`src/sv/gf25_pkg.sv`:
```
package gf25_pkg;

  // GF(25) element as two GF(5) digits: value = re + im*s, s*s = 2
  typedef struct packed {
    logic [2:0] im;
    logic [2:0] re;
  } gf_t;

  typedef struct packed {
    gf_t c0;
    gf_t c1;
    gf_t c2;
  } vec_t;

  localparam int unsigned InW   = 32;
  localparam int unsigned OutW  = 40;
  localparam int unsigned KeyW  = 14;
  localparam logic [KeyW-1:0] KeyMul1 = 14'd25;
  localparam logic [KeyW-1:0] KeyMul2 = 14'd625;

  typedef enum logic [1:0] {
    KIND_JOIN = 2'd0,
    KIND_DOT  = 2'd1,
    KIND_NORM = 2'd2,
    KIND_FROB = 2'd3
  } kind_t;

  function automatic logic [2:0] add5(logic [2:0] a, logic [2:0] b);
    logic [3:0] s;
    s = {1'b0, a} + {1'b0, b};
    if (s >= 4'd5) s = s - 4'd5;
    return s[2:0];
  endfunction

  function automatic logic [2:0] neg5(logic [2:0] a);
    return (a == 3'd0) ? 3'd0 : 3'd5 - a;
  endfunction

  function automatic logic [2:0] mul5(logic [2:0] a, logic [2:0] b);
    logic [4:0] p;
    p = {2'b00, a} * {2'b00, b};
    if (p >= 5'd15)      p = p - 5'd15;
    else if (p >= 5'd10) p = p - 5'd10;
    else if (p >= 5'd5)  p = p - 5'd5;
    return p[2:0];
  endfunction

  function automatic logic [2:0] inv5(logic [2:0] a);
    logic [2:0] r;
    unique case (a)
      3'd1:    r = 3'd1;
      3'd2:    r = 3'd3;
      3'd3:    r = 3'd2;
      3'd4:    r = 3'd4;
      default: r = 3'd0;
    endcase
    return r;
  endfunction

  function automatic gf_t gf_add(gf_t x, gf_t y);
    gf_t r;
    r.re = add5(x.re, y.re);
    r.im = add5(x.im, y.im);
    return r;
  endfunction

  function automatic gf_t gf_sub(gf_t x, gf_t y);
    gf_t r;
    r.re = add5(x.re, neg5(y.re));
    r.im = add5(x.im, neg5(y.im));
    return r;
  endfunction

  function automatic gf_t gf_mul(gf_t x, gf_t y);
    gf_t r;
    logic [2:0] bd;
    bd   = mul5(x.im, y.im);
    r.re = add5(mul5(x.re, y.re), add5(bd, bd));
    r.im = add5(mul5(x.re, y.im), mul5(x.im, y.re));
    return r;
  endfunction

  function automatic gf_t gf_conj(gf_t x);
    gf_t r;
    r.re = x.re;
    r.im = neg5(x.im);
    return r;
  endfunction

  // 1/(a+bs) = (a-bs)/(a^2-2b^2); zero maps to zero
  function automatic gf_t gf_inv(gf_t x);
    gf_t r;
    logic [2:0] bb;
    logic [2:0] ni;
    bb   = mul5(x.im, x.im);
    ni   = inv5(add5(mul5(x.re, x.re), neg5(add5(bb, bb))));
    r.re = mul5(x.re, ni);
    r.im = mul5(neg5(x.im), ni);
    return r;
  endfunction

  // code mod 25, then split into digits
  function automatic gf_t gf_decode(logic [4:0] code);
    gf_t r;
    logic [4:0] v;
    v = (code >= 5'd25) ? code - 5'd25 : code;
    if (v >= 5'd20) begin
      r.im = 3'd4;
      v    = v - 5'd20;
    end else if (v >= 5'd15) begin
      r.im = 3'd3;
      v    = v - 5'd15;
    end else if (v >= 5'd10) begin
      r.im = 3'd2;
      v    = v - 5'd10;
    end else if (v >= 5'd5) begin
      r.im = 3'd1;
      v    = v - 5'd5;
    end else begin
      r.im = 3'd0;
    end
    r.re = v[2:0];
    return r;
  endfunction

  function automatic logic [4:0] gf_encode(gf_t x);
    return {2'b00, x.re} + {x.im, 2'b00} + {2'b00, x.im};
  endfunction

  function automatic logic gf_is_zero(gf_t x);
    return (x.re == 3'd0) && (x.im == 3'd0);
  endfunction

endpackage

```
`src/sv/gf25_projective_point_unit.sv`:
```
// Throughput: one beat per cycle; the five-stage pipeline moves as one unit and
//   holds in place only while the output beat waits on out_tready.
// Reset: rst_n, synchronous, active low, empties the pipeline; no other state.
module gf25_projective_point_unit import gf25_pkg::*; (
  input  logic            clk,
  input  logic            rst_n,
  input  logic            in_tvalid,
  output logic            in_tready,
  // fields from bit 0: p0[4:0], p1, p2, q0, q1, q2 (5 bits each), zero pad
  input  logic [InW-1:0]  in_tdata,
  // kind[1:0]: 0 join, 1 dot, 2 normalize, 3 frobenius
  input  logic [1:0]      in_tuser,
  output logic            out_tvalid,
  input  logic            out_tready,
  // fields from bit 0: r0[4:0], r1, r2, dot_value[4:0], incident, zero_vector,
  // packed_key[13:0], zero pad
  output logic [OutW-1:0] out_tdata
);

  // Whole pipeline advances together; a waiting output freezes every stage.
  logic adv;
  assign adv       = !out_tvalid || out_tready;
  assign in_tready = adv;

  // Stage 1: decode codes into GF(5) digit pairs
  logic  s1_valid_r;
  kind_t s1_kind_r;
  vec_t  s1_p_r, s1_q_r;

  // Stage 2: cross product, copied or conjugated vector, dot product
  logic  s2_valid_r;
  logic  s2_norm_r;
  vec_t  s2_v_r;
  gf_t   s2_dot_r;
  vec_t  s2_v_nxt;
  gf_t   s2_dot_nxt;

  // Stage 3: leading coordinate inverse
  logic  s3_valid_r;
  logic  s3_zero_r;
  vec_t  s3_v_r;
  gf_t   s3_inv_r;
  gf_t   s3_dot_r;
  gf_t   lead;

  // Stage 4: scaled vector
  logic  s4_valid_r;
  logic  s4_zero_r;
  vec_t  s4_v_r;
  gf_t   s4_dot_r;

  // Stage 5: coded output beat
  logic [OutW-1:0] out_data_r;
  logic            out_valid_r;
  logic [4:0]      r0_c, r1_c, r2_c, dot_c;
  logic [KeyW-1:0] key_c;

  always_comb begin
    s2_dot_nxt = gf_add(gf_add(gf_mul(s1_p_r.c0, s1_q_r.c0), gf_mul(s1_p_r.c1, s1_q_r.c1)),
                        gf_mul(s1_p_r.c2, s1_q_r.c2));
    s2_v_nxt   = '0;
    unique case (s1_kind_r)
      KIND_JOIN: begin
        s2_v_nxt.c0 = gf_sub(gf_mul(s1_p_r.c1, s1_q_r.c2), gf_mul(s1_p_r.c2, s1_q_r.c1));
        s2_v_nxt.c1 = gf_sub(gf_mul(s1_p_r.c2, s1_q_r.c0), gf_mul(s1_p_r.c0, s1_q_r.c2));
        s2_v_nxt.c2 = gf_sub(gf_mul(s1_p_r.c0, s1_q_r.c1), gf_mul(s1_p_r.c1, s1_q_r.c0));
      end
      KIND_NORM: s2_v_nxt = s1_p_r;
      KIND_FROB: begin
        s2_v_nxt.c0 = gf_conj(s1_p_r.c0);
        s2_v_nxt.c1 = gf_conj(s1_p_r.c1);
        s2_v_nxt.c2 = gf_conj(s1_p_r.c2);
      end
      default: s2_v_nxt = '0; // dot: no vector result
    endcase
  end

  // first nonzero coordinate; an all-zero vector leaves lead zero
  always_comb begin
    priority if (!gf_is_zero(s2_v_r.c0)) lead = s2_v_r.c0;
    else if (!gf_is_zero(s2_v_r.c1))     lead = s2_v_r.c1;
    else                                 lead = s2_v_r.c2;
  end

  always_comb begin
    r0_c  = gf_encode(s4_v_r.c0);
    r1_c  = gf_encode(s4_v_r.c1);
    r2_c  = gf_encode(s4_v_r.c2);
    dot_c = gf_encode(s4_dot_r);
    key_c = KeyW'(r0_c) + KeyW'(r1_c) * KeyMul1 + KeyW'(r2_c) * KeyMul2;
  end

  always_ff @(posedge clk) begin
    if (!rst_n) begin
      s1_valid_r  <= 1'b0;
      s2_valid_r  <= 1'b0;
      s3_valid_r  <= 1'b0;
      s4_valid_r  <= 1'b0;
      out_valid_r <= 1'b0;
    end else if (adv) begin
      s1_valid_r  <= in_tvalid;
      s2_valid_r  <= s1_valid_r;
      s3_valid_r  <= s2_valid_r;
      s4_valid_r  <= s3_valid_r;
      out_valid_r <= s4_valid_r;
    end
  end

  // payload, no reset
  always_ff @(posedge clk) begin
    if (adv) begin
      s1_kind_r <= kind_t'(in_tuser);
      s1_p_r.c0 <= gf_decode(in_tdata[4:0]);
      s1_p_r.c1 <= gf_decode(in_tdata[9:5]);
      s1_p_r.c2 <= gf_decode(in_tdata[14:10]);
      s1_q_r.c0 <= gf_decode(in_tdata[19:15]);
      s1_q_r.c1 <= gf_decode(in_tdata[24:20]);
      s1_q_r.c2 <= gf_decode(in_tdata[29:25]);

      s2_norm_r <= (s1_kind_r != KIND_DOT);
      s2_v_r    <= s2_v_nxt;
      s2_dot_r  <= s2_dot_nxt;

      s3_zero_r <= s2_norm_r && gf_is_zero(lead);
      s3_v_r    <= s2_v_r;
      s3_inv_r  <= gf_inv(lead);
      s3_dot_r  <= s2_dot_r;

      // zero vector scales to zero, so no extra masking
      s4_zero_r <= s3_zero_r;
      s4_v_r.c0 <= gf_mul(s3_v_r.c0, s3_inv_r);
      s4_v_r.c1 <= gf_mul(s3_v_r.c1, s3_inv_r);
      s4_v_r.c2 <= gf_mul(s3_v_r.c2, s3_inv_r);
      s4_dot_r  <= s3_dot_r;

      out_data_r <= {4'b0000, key_c, s4_zero_r, gf_is_zero(s4_dot_r), dot_c, r2_c, r1_c, r0_c};
    end
  end

  assign out_tvalid = out_valid_r;
  assign out_tdata  = out_data_r;

endmodule
```
`config.mk`:
```
export PLATFORM = sky130hd
export DESIGN_NAME = gf25_projective_point_unit
export DESIGN_NICKNAME = d
export VERILOG_FILES = /design/src/sv/gf25_pkg.sv /design/src/sv/gf25_projective_point_unit.sv
export SDC_FILE = /design/constraint.sdc
export NUM_CORES = 2
export LEC_CHECK = 0
export BUFFER_PORTS_ARGS = -buffer_cell sky130_fd_sc_hd__buf_2
export CAP_MARGIN = 20
export CORE_MARGIN = 4
export CORE_UTILIZATION = 35
export DETAILED_ROUTE_END_ITERATION = 7
export HOLD_SLACK_MARGIN = 0.06
export SETUP_SLACK_MARGIN = 0.2
export SYNTH_ARGS = -nofsm -noshare
export SYNTH_HDL_FRONTEND = slang
export SYNTH_SLANG_ARGS = --single-unit
```
`constraint.sdc`:
```
create_clock -name clk -period 12.5 [get_ports clk]
set_input_delay 3.125 -clock clk [delete_from_list [all_inputs] [get_ports clk]]
set_output_delay 3.125 -clock clk [all_outputs]
set_load 0.02 [all_outputs]
```
==> impl_metrics.env <==
export IMPL_synth_edf_count=155
export IMPL_final_core_util_pct=37.75
export IMPL_root_buffer="clkbuf_16"
export IMPL_path_class="reg -> reg"
export IMPL_ys_flop_type="edfxtp_1"
export IMPL_area_growth_pct=7.067
export IMPL_placed_area_mm2=0.03845
export IMPL_tns_ns=0
export IMPL_synth_area_per_cell_um2=8.448
export IMPL_clock_latency_ns=0.51
export IMPL_vias=28910
export IMPL_crit_buf_inv=4
export IMPL_grt_pass1_wl_um=132900
export IMPL_numCtsBuffers=17
export IMPL_cp_end_kind="register"
export IMPL_synth_async_sr_flop_share_pct=0
export IMPL_ys_ff_latch=160
export IMPL_cp_arrival_ns=10.45
export IMPL_die_area_mm2=0.1095
export IMPL_ctsHoldBuffers=0
export IMPL_tightest_slew_ns=0.9730
export IMPL_antenna_found_initial=0
export IMPL_fin_crit_ns=10.19
export IMPL_cp_common_cell="fa_1"
export IMPL_grt_pass1_vias=27950
export IMPL_die_height_um=330.9
export IMPL_std_cell_rows=118
export IMPL_gp_congestion=0.8188
export IMPL_synth_seq_area_share_pct=13.03
export IMPL_track_usage_pct=14.34
export IMPL_cp_max_fo=18
export IMPL_post_cts_resized=0
export IMPL_clkSinkCount=160
export IMPL_hold_viol=0
export IMPL_relSlewSlack_pct=35.13
export IMPL_maxCapViolCount=0
export IMPL_cp_top_family="adder cells"
export IMPL_core_mm2=0.1035
export IMPL_r2r_cells=35
export IMPL_syn_inst=4319
export IMPL_cts_tree="done"
export IMPL_syn_area_mm2=0.03649
export IMPL_routed_wl_um=77430
export IMPL_grt_overflow_total=0
export IMPL_finalSetupViolations=0
export IMPL_io_pin_count=80
export IMPL_dpl_hpwl_um=60410
export IMPL_clk_pin_slew_ns=0.08
export IMPL_min_path_cells=0
export IMPL_outcome="complete, no violations"
export IMPL_initial_core_util_pct=35.26
export IMPL_antenna_left=0
export IMPL_drc=0
export IMPL_cts_setup_buffers=0
export IMPL_critPathSlowestCell="edfxtp_1"
export IMPL_first_pass_iters=5
export IMPL_via_per_inst=5.030
export IMPL_cp_start_kind="register"
export IMPL_fin_worst_skew_ns=0.02581
export IMPL_wl_per_cell_um=13.47
export IMPL_grt_max_degree=67
export IMPL_drt_iter0_drc=1225
export IMPL_clock_path_buffers=2
export IMPL_post_route_period_util_pct=81.54
export IMPL_holdCritPathClass="reg -> reg"
export IMPL_cpPeakStageDelay_ns=0.82
export IMPL_cp_depth=35
export IMPL_crit_required_ns=12.75
export IMPL_nNetsFinal=5363
export IMPL_slew_viol_final=0
export IMPL_drive_gt1_share_pct=5.313
export IMPL_max_freq_mhz=98.11
export IMPL_yosysWarnings=0
export IMPL_h_tree_depth=4
export IMPL_io_buffers=73
export IMPL_final_cell_area_mm2=0.03907
export IMPL_ys_types=94
export IMPL_die_x_um=330.9
export IMPL_rsz0062_at_grt="false"
==> flip-flops by register name, summed over array words and instances, names as in the netlist, 6 cells and up <==
signal,cells
out_tdata,36
s1_p_r,18
s1_q_r,18
s2_v_r,18
s3_v_r,18
s4_v_r,18
s2_dot_r,6
s3_dot_r,6
s3_inv_r,6
s4_dot_r,6
==> cell type report <==
cell class | instances | area [µm²]
Clock inverter | 14 | 163.9
Fill cell | 10490 | 64430
Inverter | 502 | 1884
Sequential cell | 160 | 4755
Antenna cell | 1 | 2.502
Multi-Input combinational cell | 3574 | 29520
Tap cell | 1380 | 1727
Clock buffer | 18 | 450.4
Timing Repair Buffer | 99 | 560.5
==> layout by cell type, fill, tap and decap left out, types with 22 or more instances in the layout <==
| cell type | instances |
|---|---|
| ha_1 | 808 |
| inv_1 | 501 |
| nand2_1 | 474 |
| xnor2_1 | 282 |
| and2_1 | 244 |
| a21oi_1 | 238 |
| nor2_1 | 232 |
| o21ai_0 | 230 |
| fa_1 | 163 |
| edfxtp_1 | 155 |
| buf_2 | 73 |
| xor2_1 | 65 |
| a211oi_1 | 50 |
| nor2b_1 | 50 |
| a22o_1 | 46 |
| mux2i_1 | 45 |
| a21o_1 | 40 |
| a211o_1 | 39 |
| mux2_2 | 37 |
| nand3_1 | 33 |
| a31oi_1 | 32 |
| nand2b_1 | 31 |
| a221oi_1 | 28 |
| nor3_1 | 27 |
| buf_4 | 26 |
| o211ai_1 | 25 |
| o22ai_1 | 24 |
| a21boi_0 | 22 |
==> Yosys cell counts, types with 65 or more instances <==
cell | instances | area, µm²
edfxtp_1 | 155 | 4654
nor2_1 | 232 | 870.8
ha_1 | 808 | 10110
fa_1 | 163 | 3263
a21oi_1 | 238 | 1191
inv_1 | 501 | 1881
nand2_1 | 474 | 1779
and2_1 | 244 | 1526
clkbuf_1 | 77 | 289.0
o21ai_0 | 230 | 1151
xor2_1 | 65 | 569.3
xnor2_1 | 282 | 2470
==> final timing paths <==
| check | startpoint | endpoint | slack (ns) |
|---|---|---|---|
| max | s1_q_r[17] | s2_dot_r[2] | 2.31 |
| min | s3_dot_r[3] | s4_dot_r[3] | 0.41 |
| max reg2reg | s1_q_r[17] | s2_dot_r[2] | 2.31 |
| min reg2reg | s3_dot_r[3] | s4_dot_r[3] | 0.41 |
==> per-layer routing <==
layer / routed length (µm) / global-route usage [%] / vias up
met3: 2020 / 1.574 / 61
met5: 0 / 0 / -
li1: - / - / 14970
met1: 36960 / 18.61 / 13570
met4: 1591 / 3.763 / 0
met2: 36860 / 25.27 / 310
==> cell families after synthesis <==
logic type,share of synthesized area [%]
AO/OA/AOI/OAI,17.60
AND/OR/NAND/NOR,15.86
adder cells (fa/ha/maj),36.65
multiplexers,2.376
flip-flops,13.03
XOR/XNOR,8.374
buffers and inverters,6.107
other,0.01028
==> through the flow <==
| stage | setup WS, ns | hold slack, ns | instances |
|---|---|---|---|
| 3_3_place_gp | 2.332 | 0.4047 | 5715 |
| 2_1_floorplan | 1.616 | 0.4003 | 4322 |
| 4_1_cts | 2.223 | 0.4181 | 5747 |
| 6_report | 2.308 | 0.4150 | 5748 |
| 5_1_grt | 1.565 | 0.4365 | 5747 |
| 3_5_place_dp | 2.253 | 0.4061 | 5715 |
Power is left out: the tool's default activity adds up to more than one toggle a clock period on the data nets, which glitch-free logic cannot reach.
